### src/design/mbrtu_pkg.sv
// Shared constants, types and CRC helper for the Modbus RTU holding register slave.
package mbrtu_pkg;

    localparam int REG_COUNT   = 16;
    localparam int FRAME_MAX   = 256;
    localparam int STORE_DEPTH = 256;
    localparam int STORE_AW    = 8;
    localparam int CNT_W       = 9;
    localparam int REG_AW      = (REG_COUNT > 1) ? $clog2(REG_COUNT) : 1;
    localparam int TXI_W       = $clog2(3 + 2 * REG_COUNT + 2);

    localparam logic [7:0] FC_READ      = 8'd3;
    localparam logic [7:0] FC_WRITE1    = 8'd6;
    localparam logic [7:0] FC_WRITEN    = 8'd16;
    localparam logic [7:0] EXC_FLAG     = 8'h80;
    localparam logic [7:0] EXC_ILL_FUNC = 8'h01;
    localparam logic [7:0] EXC_ILL_ADDR = 8'h02;
    localparam logic [7:0] EXC_DEV_FAIL = 8'h04;
    localparam logic [7:0] SA_RESET     = 8'd1;

    localparam logic [15:0] CRC_INIT = 16'hFFFF;
    localparam logic [15:0] CRC_POLY = 16'hA001;

    typedef enum logic [2:0] {
        RESP_EXC1,
        RESP_EXC2,
        RESP_EXC4,
        RESP_READ,
        RESP_ECHO
    } resp_t;

    typedef enum logic [3:0] {
        ST_IDLE,
        ST_HDR_RD,
        ST_HDR_CAP,
        ST_CHK,
        ST_CRC_RD,
        ST_CRC_CAP,
        ST_EXEC,
        ST_WR_RD,
        ST_WR_CAP,
        ST_TX
    } state_t;

    typedef struct packed {
        logic  byte_wr;
        logic  cnt_clr;
        logic  idx_clr;
        logic  rd_frame;
        logic  rd_fetch;
        logic  hdr_cap;
        logic  crc_init;
        logic  crc_cap;
        logic  reg_wr1;
        logic  fetch_cap;
        logic  tx_start;
        resp_t resp;
        logic  tx_load;
    } dp_cmd_t;

    typedef struct packed {
        logic short_frame;
        logic addr_ok;
        logic fc_ok;
        logic is_read;
        logic is_write1;
        logic start_ok;
        logic range_ok;
        logic crc_ok;
        logic qty_zero;
        logic hdr_done;
        logic crc_done;
        logic fetch_done;
        logic tx_ready;
        logic tx_final;
    } dp_sts_t;

    function automatic logic [15:0] crc_byte(input logic [15:0] crc_in, input logic [7:0] data);
        logic [15:0] c;
        c = crc_in ^ {8'h00, data};
        for (int b = 0; b < 8; b++)
        begin
            if (c[0])
                c = (c >> 1) ^ CRC_POLY;
            else
                c = c >> 1;
        end
        return c;
    endfunction

endpackage

### src/design/modbus_rtu_holding_register_slave.sv
// Top level of the Modbus RTU holding register slave.
//
//  channel   direction  handshake           payload
//  s_*       in         s_tvalid/s_tready   s_tdata = rx_byte, s_tuser = cmd
//  m_*       out        m_tvalid/m_tready   m_tdata = tx_byte, m_tlast = tx_last
//  cfg_*     in         cfg_wr_en           cfg_wr_data = slave_address
//
// A data byte is stored in the frame store. At end of frame the header is read, then
// the CRC is walked over the stored bytes, function 16 fetches its data, and the
// response is sent while m_tready allows. Input is refused from the end of a frame of
// four or more bytes until it is dropped or the last response beat is loaded.
// Reset clears the byte count and all holding registers; slave address returns to 1.
module modbus_rtu_holding_register_slave
    import mbrtu_pkg::*;
(
    input  logic       clk,
    input  logic       rst_n,
    input  logic       s_tvalid,
    output logic       s_tready,
    input  logic [7:0] s_tdata,   // [7:0] rx_byte
    input  logic       s_tuser,   // [0] cmd
    output logic       m_tvalid,
    input  logic       m_tready,
    output logic [7:0] m_tdata,   // [7:0] tx_byte
    output logic       m_tlast,
    input  logic       cfg_wr_en,
    input  logic [7:0] cfg_wr_data
);

    dp_cmd_t cmd;
    dp_sts_t sts;

    mbrtu_ctrl u_ctrl (
        .clk      (clk),
        .rst_n    (rst_n),
        .s_tvalid (s_tvalid),
        .s_tuser  (s_tuser),
        .s_tready (s_tready),
        .sts      (sts),
        .cmd      (cmd)
    );

    mbrtu_dp u_dp (
        .clk         (clk),
        .rst_n       (rst_n),
        .cfg_wr_en   (cfg_wr_en),
        .cfg_wr_data (cfg_wr_data),
        .rx_byte     (s_tdata),
        .cmd         (cmd),
        .sts         (sts),
        .m_tvalid    (m_tvalid),
        .m_tready    (m_tready),
        .m_tdata     (m_tdata),
        .m_tlast     (m_tlast)
    );

endmodule

### src/design/mbrtu_ctrl.sv
// Frame handling sequencer for the Modbus RTU holding register slave.
module mbrtu_ctrl
    import mbrtu_pkg::*;
(
    input  logic    clk,
    input  logic    rst_n,
    input  logic    s_tvalid,
    input  logic    s_tuser,
    output logic    s_tready,
    input  dp_sts_t sts,
    output dp_cmd_t cmd
);

    state_t state_reg;
    state_t state_next;

    always_ff @(posedge clk or negedge rst_n)
    begin
        if (!rst_n)
            state_reg <= ST_IDLE;
        else
            state_reg <= state_next;
    end

    always_comb
    begin
        state_next = state_reg;
        cmd        = '0;
        cmd.resp   = RESP_ECHO;
        s_tready   = 1'b0;
        case (state_reg)
            ST_IDLE:
            begin
                s_tready = 1'b1;
                if (s_tvalid)
                begin
                    if (!s_tuser)
                        cmd.byte_wr = 1'b1;
                    else if (sts.short_frame)
                        cmd.cnt_clr = 1'b1;
                    else
                    begin
                        cmd.idx_clr = 1'b1;
                        state_next  = ST_HDR_RD;
                    end
                end
            end
            ST_HDR_RD:
            begin
                cmd.rd_frame = 1'b1;
                state_next   = ST_HDR_CAP;
            end
            ST_HDR_CAP:
            begin
                cmd.hdr_cap = 1'b1;
                state_next  = sts.hdr_done ? ST_CHK : ST_HDR_RD;
            end
            ST_CHK:
            begin
                if (!sts.addr_ok)
                begin
                    cmd.cnt_clr = 1'b1;
                    state_next  = ST_IDLE;
                end
                else if (!sts.fc_ok)
                begin
                    cmd.tx_start = 1'b1;
                    cmd.resp     = RESP_EXC1;
                    state_next   = ST_TX;
                end
                else if (!sts.start_ok)
                begin
                    cmd.tx_start = 1'b1;
                    cmd.resp     = RESP_EXC2;
                    state_next   = ST_TX;
                end
                else
                begin
                    cmd.idx_clr  = 1'b1;
                    cmd.crc_init = 1'b1;
                    state_next   = ST_CRC_RD;
                end
            end
            ST_CRC_RD:
            begin
                cmd.rd_frame = 1'b1;
                state_next   = ST_CRC_CAP;
            end
            ST_CRC_CAP:
            begin
                cmd.crc_cap = 1'b1;
                state_next  = sts.crc_done ? ST_EXEC : ST_CRC_RD;
            end
            ST_EXEC:
            begin
                state_next   = ST_TX;
                cmd.tx_start = 1'b1;
                if (!sts.crc_ok)
                    cmd.resp = RESP_EXC4;
                else if (sts.is_read)
                    cmd.resp = sts.range_ok ? RESP_READ : RESP_EXC2;
                else if (sts.is_write1)
                begin
                    cmd.reg_wr1 = 1'b1;
                    cmd.resp    = RESP_ECHO;
                end
                else if (!sts.range_ok)
                    cmd.resp = RESP_EXC2;
                else if (sts.qty_zero)
                    cmd.resp = RESP_ECHO;
                else
                begin
                    cmd.tx_start = 1'b0;
                    cmd.idx_clr  = 1'b1;
                    state_next   = ST_WR_RD;
                end
            end
            ST_WR_RD:
            begin
                cmd.rd_fetch = 1'b1;
                state_next   = ST_WR_CAP;
            end
            ST_WR_CAP:
            begin
                cmd.fetch_cap = 1'b1;
                if (sts.fetch_done)
                begin
                    cmd.tx_start = 1'b1;
                    cmd.resp     = RESP_ECHO;
                    state_next   = ST_TX;
                end
                else
                    state_next = ST_WR_RD;
            end
            ST_TX:
            begin
                if (sts.tx_ready)
                begin
                    cmd.tx_load = 1'b1;
                    if (sts.tx_final)
                    begin
                        cmd.cnt_clr = 1'b1;
                        state_next  = ST_IDLE;
                    end
                end
            end
            default:
            begin
                state_next = ST_IDLE;
            end
        endcase
    end

endmodule

### src/design/mbrtu_dp.sv
// Frame store, holding registers, CRC and response datapath for the Modbus RTU slave.
module mbrtu_dp
    import mbrtu_pkg::*;
(
    input  logic       clk,
    input  logic       rst_n,
    input  logic       cfg_wr_en,
    input  logic [7:0] cfg_wr_data,
    input  logic [7:0] rx_byte,
    input  dp_cmd_t    cmd,
    output dp_sts_t    sts,
    output logic       m_tvalid,
    input  logic       m_tready,
    output logic [7:0] m_tdata,
    output logic       m_tlast
);

    logic [7:0]       mem [STORE_DEPTH];
    logic [7:0]       rdata_reg;
    logic [STORE_AW-1:0] raddr;
    logic [STORE_AW-1:0] fetch_addr;

    logic [7:0]       sa_reg;
    logic [CNT_W-1:0] cnt_reg;
    logic [CNT_W-1:0] idx_reg;
    logic [7:0]       hdr_reg [6];
    logic [15:0]      crc_reg;
    logic [15:0]      rcrc_reg;
    logic [7:0]       hi_reg;
    logic [15:0]      regs_reg [REG_COUNT];
    resp_t            resp_reg;
    logic [TXI_W-1:0] t_reg;
    logic [TXI_W-1:0] len_reg;
    logic             m_tvalid_reg;
    logic [7:0]       m_tdata_reg;
    logic             m_tlast_reg;

    logic [15:0]      start;
    logic [15:0]      qty;
    logic [16:0]      range_end;
    logic [CNT_W:0]   idx_p2;
    logic [REG_AW:0]  wr_sum;
    logic [REG_AW-1:0] wr_idx;
    logic [TXI_W-1:0] tj;
    logic [REG_AW:0]  rd_sum;
    logic [15:0]      rd_word;
    logic [7:0]       tx_data;
    logic [7:0]       exc_code;
    logic [TXI_W-1:0] len_new;

    assign start      = {hdr_reg[2], hdr_reg[3]};
    assign qty        = {hdr_reg[4], hdr_reg[5]};
    assign range_end  = {1'b0, start} + {1'b0, qty};
    assign idx_p2     = {1'b0, idx_reg} + (CNT_W+1)'(2);
    assign fetch_addr = idx_reg[STORE_AW-1:0] + STORE_AW'(7);
    assign raddr      = cmd.rd_fetch ? fetch_addr : idx_reg[STORE_AW-1:0];
    assign wr_sum     = {1'b0, start[REG_AW-1:0]} + {1'b0, idx_reg[REG_AW:1]};
    assign wr_idx     = wr_sum[REG_AW-1:0];
    assign tj         = t_reg - TXI_W'(3);
    assign rd_sum     = {1'b0, start[REG_AW-1:0]} + {1'b0, tj[REG_AW:1]};
    assign rd_word    = regs_reg[rd_sum[REG_AW-1:0]];

    always_comb
    begin
        sts.short_frame = cnt_reg < CNT_W'(4);
        sts.addr_ok     = hdr_reg[0] == sa_reg;
        sts.fc_ok       = (hdr_reg[1] == FC_READ) || (hdr_reg[1] == FC_WRITE1)
                          || (hdr_reg[1] == FC_WRITEN);
        sts.is_read     = hdr_reg[1] == FC_READ;
        sts.is_write1   = hdr_reg[1] == FC_WRITE1;
        sts.start_ok    = start < 16'(REG_COUNT);
        sts.range_ok    = range_end <= 17'(REG_COUNT);
        sts.crc_ok      = crc_reg == rcrc_reg;
        sts.qty_zero    = qty == 16'd0;
        sts.hdr_done    = idx_reg == CNT_W'(5);
        sts.crc_done    = ({1'b0, idx_reg} + (CNT_W+1)'(1)) == {1'b0, cnt_reg};
        sts.fetch_done  = ({8'd0, idx_reg} + 17'd1) == {qty, 1'b0};
        sts.tx_ready    = !m_tvalid_reg || m_tready;
        sts.tx_final    = t_reg == (len_reg + TXI_W'(1));
    end

    always_comb
    begin
        case (resp_reg)
            RESP_EXC1: exc_code = EXC_ILL_FUNC;
            RESP_EXC2: exc_code = EXC_ILL_ADDR;
            default:   exc_code = EXC_DEV_FAIL;
        endcase
    end

    always_comb
    begin
        case (cmd.resp)
            RESP_READ: len_new = TXI_W'(3) + TXI_W'({qty[TXI_W-2:0], 1'b0});
            RESP_ECHO: len_new = TXI_W'(6);
            default:   len_new = TXI_W'(3);
        endcase
    end

    always_comb
    begin
        tx_data = hdr_reg[0];
        if (t_reg == len_reg)
            tx_data = crc_reg[7:0];
        else if (t_reg == len_reg + TXI_W'(1))
            tx_data = crc_reg[15:8];
        else
        begin
            case (resp_reg)
                RESP_READ:
                begin
                    if (t_reg == TXI_W'(0))
                        tx_data = hdr_reg[0];
                    else if (t_reg == TXI_W'(1))
                        tx_data = hdr_reg[1];
                    else if (t_reg == TXI_W'(2))
                        tx_data = {qty[6:0], 1'b0};
                    else
                        tx_data = tj[0] ? rd_word[7:0] : rd_word[15:8];
                end
                RESP_ECHO:
                begin
                    tx_data = hdr_reg[t_reg[2:0]];
                end
                default:
                begin
                    if (t_reg == TXI_W'(0))
                        tx_data = hdr_reg[0];
                    else if (t_reg == TXI_W'(1))
                        tx_data = hdr_reg[1] | EXC_FLAG;
                    else
                        tx_data = exc_code;
                end
            endcase
        end
    end

    always_ff @(posedge clk)
    begin
        if (cmd.byte_wr && (cnt_reg < CNT_W'(FRAME_MAX)))
            mem[cnt_reg[STORE_AW-1:0]] <= rx_byte;
        if (cmd.rd_frame || cmd.rd_fetch)
            rdata_reg <= mem[raddr];
    end

    always_ff @(posedge clk)
    begin
        if (cmd.hdr_cap)
            hdr_reg[idx_reg[2:0]] <= rdata_reg;
        if (cmd.crc_cap && (idx_p2 == {1'b0, cnt_reg}))
            rcrc_reg[7:0] <= rdata_reg;
        if (cmd.crc_cap && (idx_p2 > {1'b0, cnt_reg}))
            rcrc_reg[15:8] <= rdata_reg;
        if (cmd.fetch_cap && !idx_reg[0])
            hi_reg <= rdata_reg;
        if (cmd.tx_start)
        begin
            resp_reg <= cmd.resp;
            len_reg  <= len_new;
        end
        if (cmd.tx_load)
        begin
            m_tdata_reg <= tx_data;
            m_tlast_reg <= sts.tx_final;
        end
    end

    always_ff @(posedge clk or negedge rst_n)
    begin
        if (!rst_n)
        begin
            sa_reg       <= SA_RESET;
            cnt_reg      <= '0;
            idx_reg      <= '0;
            crc_reg      <= CRC_INIT;
            t_reg        <= '0;
            m_tvalid_reg <= 1'b0;
            for (int i = 0; i < REG_COUNT; i++)
                regs_reg[i] <= 16'd0;
        end
        else
        begin
            if (cfg_wr_en)
                sa_reg <= cfg_wr_data;
            if (cmd.cnt_clr)
                cnt_reg <= '0;
            else if (cmd.byte_wr && (cnt_reg < CNT_W'(FRAME_MAX)))
                cnt_reg <= cnt_reg + CNT_W'(1);
            if (cmd.idx_clr)
                idx_reg <= '0;
            else if (cmd.hdr_cap || cmd.crc_cap || cmd.fetch_cap)
                idx_reg <= idx_reg + CNT_W'(1);
            if (cmd.crc_init || cmd.tx_start)
                crc_reg <= CRC_INIT;
            else if (cmd.crc_cap && (idx_p2 < {1'b0, cnt_reg}))
                crc_reg <= crc_byte(crc_reg, rdata_reg);
            else if (cmd.tx_load && (t_reg < len_reg))
                crc_reg <= crc_byte(crc_reg, tx_data);
            if (cmd.tx_start)
                t_reg <= '0;
            else if (cmd.tx_load)
                t_reg <= t_reg + TXI_W'(1);
            if (cmd.tx_load)
                m_tvalid_reg <= 1'b1;
            else if (m_tready)
                m_tvalid_reg <= 1'b0;
            if (cmd.reg_wr1)
                regs_reg[start[REG_AW-1:0]] <= qty;
            if (cmd.fetch_cap && idx_reg[0])
                regs_reg[wr_idx] <= {hi_reg, rdata_reg};
        end
    end

    assign m_tvalid = m_tvalid_reg;
    assign m_tdata  = m_tdata_reg;
    assign m_tlast  = m_tlast_reg;

endmodule

### config.mk
export PLATFORM = sky130hd
export DESIGN_NAME = modbus_rtu_holding_register_slave
export DESIGN_NICKNAME = d
export VERILOG_FILES = /design/src/design/mbrtu_pkg.sv /design/src/design/modbus_rtu_holding_register_slave.sv /design/src/design/mbrtu_ctrl.sv /design/src/design/mbrtu_dp.sv
export SDC_FILE = /design/constraint.sdc
export NUM_CORES = 2
export LEC_CHECK = 0
export BUFFER_PORTS_ARGS = -buffer_cell sky130_fd_sc_hd__buf_2
export CAP_MARGIN = 5
export CORE_MARGIN = 2
export CORE_UTILIZATION = 50
export DETAILED_ROUTE_END_ITERATION = 10
export PLACE_DENSITY_LB_ADDON = 0.1
export SETUP_SLACK_MARGIN = 0.2
export SLEW_MARGIN = 20
export SYNTH_ARGS = -nofsm -noshare
export SYNTH_HDL_FRONTEND = slang
export SYNTH_HIERARCHICAL = 1
export SYNTH_SLANG_ARGS = --single-unit
### constraint.sdc
create_clock -name clk -period 16 [get_ports clk]
set_input_delay 1.6 -clock clk [delete_from_list [all_inputs] [get_ports clk]]
set_output_delay 1.6 -clock clk [all_outputs]
set_load 0.01 [all_outputs]
==> summary.txt <==
GRT
  – Total gr overflow: 0
  – Initial antenna violation count: 9
  – Largest net degree at the start of global routing: 169
  – Tot GR Track Use: 26.2%
  – First-pass GRT wire length: 392000 um
  – Vias in the first global route: 53200

Setup path
  – R2R Setup Slk: 8740 ps
  – Crit path top cell by count: mux4_2
  – Slowest CP cell: buf_4
  – CP delay by family, top: buffers and inverters
  – CP required: 16650 ps
  – WP data arrival: 7910 ps
  – Instance count on the critical path: 11
  – Critical path's largest stage delay: 910 ps
  – Crit path max fanout: 137
  – Bufs and invs on worst path: 4
  – Setup crit end: u_dp/rdata_reg[2]
  – Setup Crit Path Kind: reg -> reg
  – Worst-path cell chain: nor2b_1 -> and3_1 -> mux2i_4 -> buf_4 -> buf_12 -> buf_12 -> buf_4 -> mux4_2 -> mux4_2 -> mux4_2 -> mux4_2
  – RR Startpoint: u_ctrl/state_reg[2]
  – Crit path from: u_ctrl/state_reg[2]
  – Crit path capture type: flip-flop
  – Reg-to-Reg End: u_dp/rdata_reg[2]
  – R2R cell count: 11
  – CP Launch Type: flip-flop

Power and ir drop
  – Power per standard cell area: 166 nW/um2
  – Worst ir drop on vdd: 0.205 mV
  – Leakage Power: 37.9 nW

Yosys
  – Largest family of logic cells by synthesized area: multiplexers
  – Post-synthesis adder-cell area fraction: 0.739%
  – Yosys reg bits: 2471
  – Yosys Warn Count: 6
  – Xor and xnor area share after synthesis: 1.31%
  – Avg Inst Size Synth: 18.7 um2
  – Post-Syn Area: 103000 um2
  – Compound-gate portion of the synthesized area: 2.23%
  – Sequential area share after synthesis: 70.6%
  – EDFF count, synth: 2162
  – Synth Area in Simple Gates: 3.94%
  – Unique masters post-synth: 79
  – Mapped Cells: 5496
  – Top cell type by total area after synthesis: edfxtp_1
  – Top cell type's share of synthesized area: 63.1%
  – Multiplexer share of the synthesized area: 19.6%
  – Synth async-reset ratio: 12.5%
  – Synth Net Count: 5577
  – Top post-synthesis cells by area: edfxtp_1, mux4_2, dfrtp_1
  – Main synth FF type: edfxtp_1

Finish
  – Multi-input gate area: 28900 um2
  – Commonest cells after routing, fill and taps aside: edfxtp_1, mux4_2, nor2_1, dfrtp_1, clkbuf_16
  – # fillers: 15400
  – Register Area: 72700 um2
  – Fraction of layout cells with a size suffix above 1: 24.6%
  – Largest register FFs: 2048
  – Fin nets: 5661
  – Non-Filler Instances: 8444
  – Most common cell after layout, fill and taps aside: edfxtp_1
  – Area grow syn2layout: 11.6%

CTS
  – Num Clock Sinks: 2471
  – Clock latency at the later pin of the worst-skew pair: 920 ps
  – Clock H-tree levels: 5
  – CTS root buffer: clkbuf_16
  – Worst-path clk slew: 60 ps
  – CTS tree: yes
  – Post-CTS setup buffer count: 0
  – CTS Hold Bufs: 0
  – TritonCTS Buffers: 278
  – Maximum clock path buffer count: 4
  – PostCTS Resize Cnt: 0

STA
  – Layout Skew: 61.8 ps
  – Final hold vios: 0
  – Final worst path period share: 45.4%
  – Min Tclk post-route: 7260 ps
  – Slew headroom: 18.3%
  – Setup TNS: 0 ps
  – Setup-failing EPs final: 0
  – Max-slew violations: 0
  – RSZ-0062 raised after global routing: false
  – Worst-Margin Slew: 1220 ps
  – Fmax: 138 MHz

Min path
  – Hold path start: u_dp/sa_reg[5]
  – Hold Path Class: reg -> reg

Placed design
  – Post-DP HPWL: 163000 um
  – PortBufs: 32
  – Placed Cells: 7986
  – Gpl congestion: 0.846

Drt
  – Total Routed Length: 273000 um
  – WL per Instance: 32.3 um
  – Vias per inst: 6.28
  – DRC Markers: 0
  – Vias: 53000
  – DR pass1 iterations: 6
  – Antenna-violating nets left: 0
  – Initial drt markers: 5971

Die
  – Die height: 458 um
  – Die Wd: 458 um
  – Core ar.: 205000 um2
  – Initial Util: 50.3%
  – Die Footprint: 210000 um2
  – IO Pins: 33
  – # rows: 166

Outcome
  – Status: completed

Run
  – Max Cap Viol: 0
[Yosys cell counts, types with 45 or more instances]
cell type / number
mux2i_1: 264
edfxtp_1: 2162
mux4_2: 761
ha_1: 56
clkbuf_1: 284
nand3_1: 57
xor2_1: 45
dfrtp_1: 292
nor2_1: 487
nand2_1: 246
buf_1: 79
a21oi_1: 163
xnor2_1: 100
o21ai_0: 156
[worst register-to-register path, stage by stage (launching register included)]
cell and delay [ps]:
dfrtp_1 620, nor2b_1 310, and3_1 390, mux2i_4 270, buf_4 730, buf_12 680
buf_12 730, buf_4 1270, mux4_2 450, mux4_2 540, mux4_2 550, mux4_2 470
[per-layer routing]
metal	wire length [um]	global-route usage (%)
met2	135000	42.9
met5	0	0
met4	8830	8.22
met3	17400	3.86
met1	112000	36.7
[worst min path at each step]
stage / to / slack (ps) / depth (start not counted)
2_1_floorplan: u_dp/crc_reg[4] / 490 / 2
3_3_place_gp: u_dp/crc_reg[1] / 530 / 2
3_5_place_dp: u_dp/sa_reg[5] / 530 / 1
4_1_cts: u_dp/sa_reg[6] / 540 / 1
5_1_grt: u_dp/sa_reg[6] / 550 / 1
6_report: u_dp/sa_reg[5] / 530 / 1
[where the power goes]
| group | switching (mW) | internal (mW) | total [mW] |
|---|---|---|---|
| clock network | 2.45 | 3.43 | 5.89 |
| registers | 0.222 | 7.23 | 7.45 |
| logic | 3.07 | 2.66 | 5.74 |
[through the flow]
stage               utilization [%]  cell area [um2]  hold WS, ps  total power, mW  worst slack [ps]
floorplan                         -           103000          487             11.4             10570
global placement               52.1           106000          526             13.4              8690
detailed placement             52.1           107000          528             13.4              8630
CTS                            56.1           115000          539             19.3              8660
global route                   56.1           115000          552             19.8              8560
finish                         56.1           115000          532             19.1              8740
[cell type report]
class,count,share of cell area [%]
diodes,3,0.00654
clock buffers,351,6.42
clock inverters,102,0.720
inverters,39,0.127
multi-input cells,2596,25.1
flip-flops and latches,2471,63.3
well taps,2688,2.93
repair buffers,194,1.37
[logic make-up (layout without fill, tap and decap cells)]
kind of cell    Yosys count  count (layout)
flops                  2471            2471
compound gates          401             401
fa+ha+maj                59              59
xor+xnor                149             149
other cells               0               3
mux                    1046            1046
buf+inv                 429             686
simple gates            941             941
No activity file was read; power rests on OpenSTA's default activity.
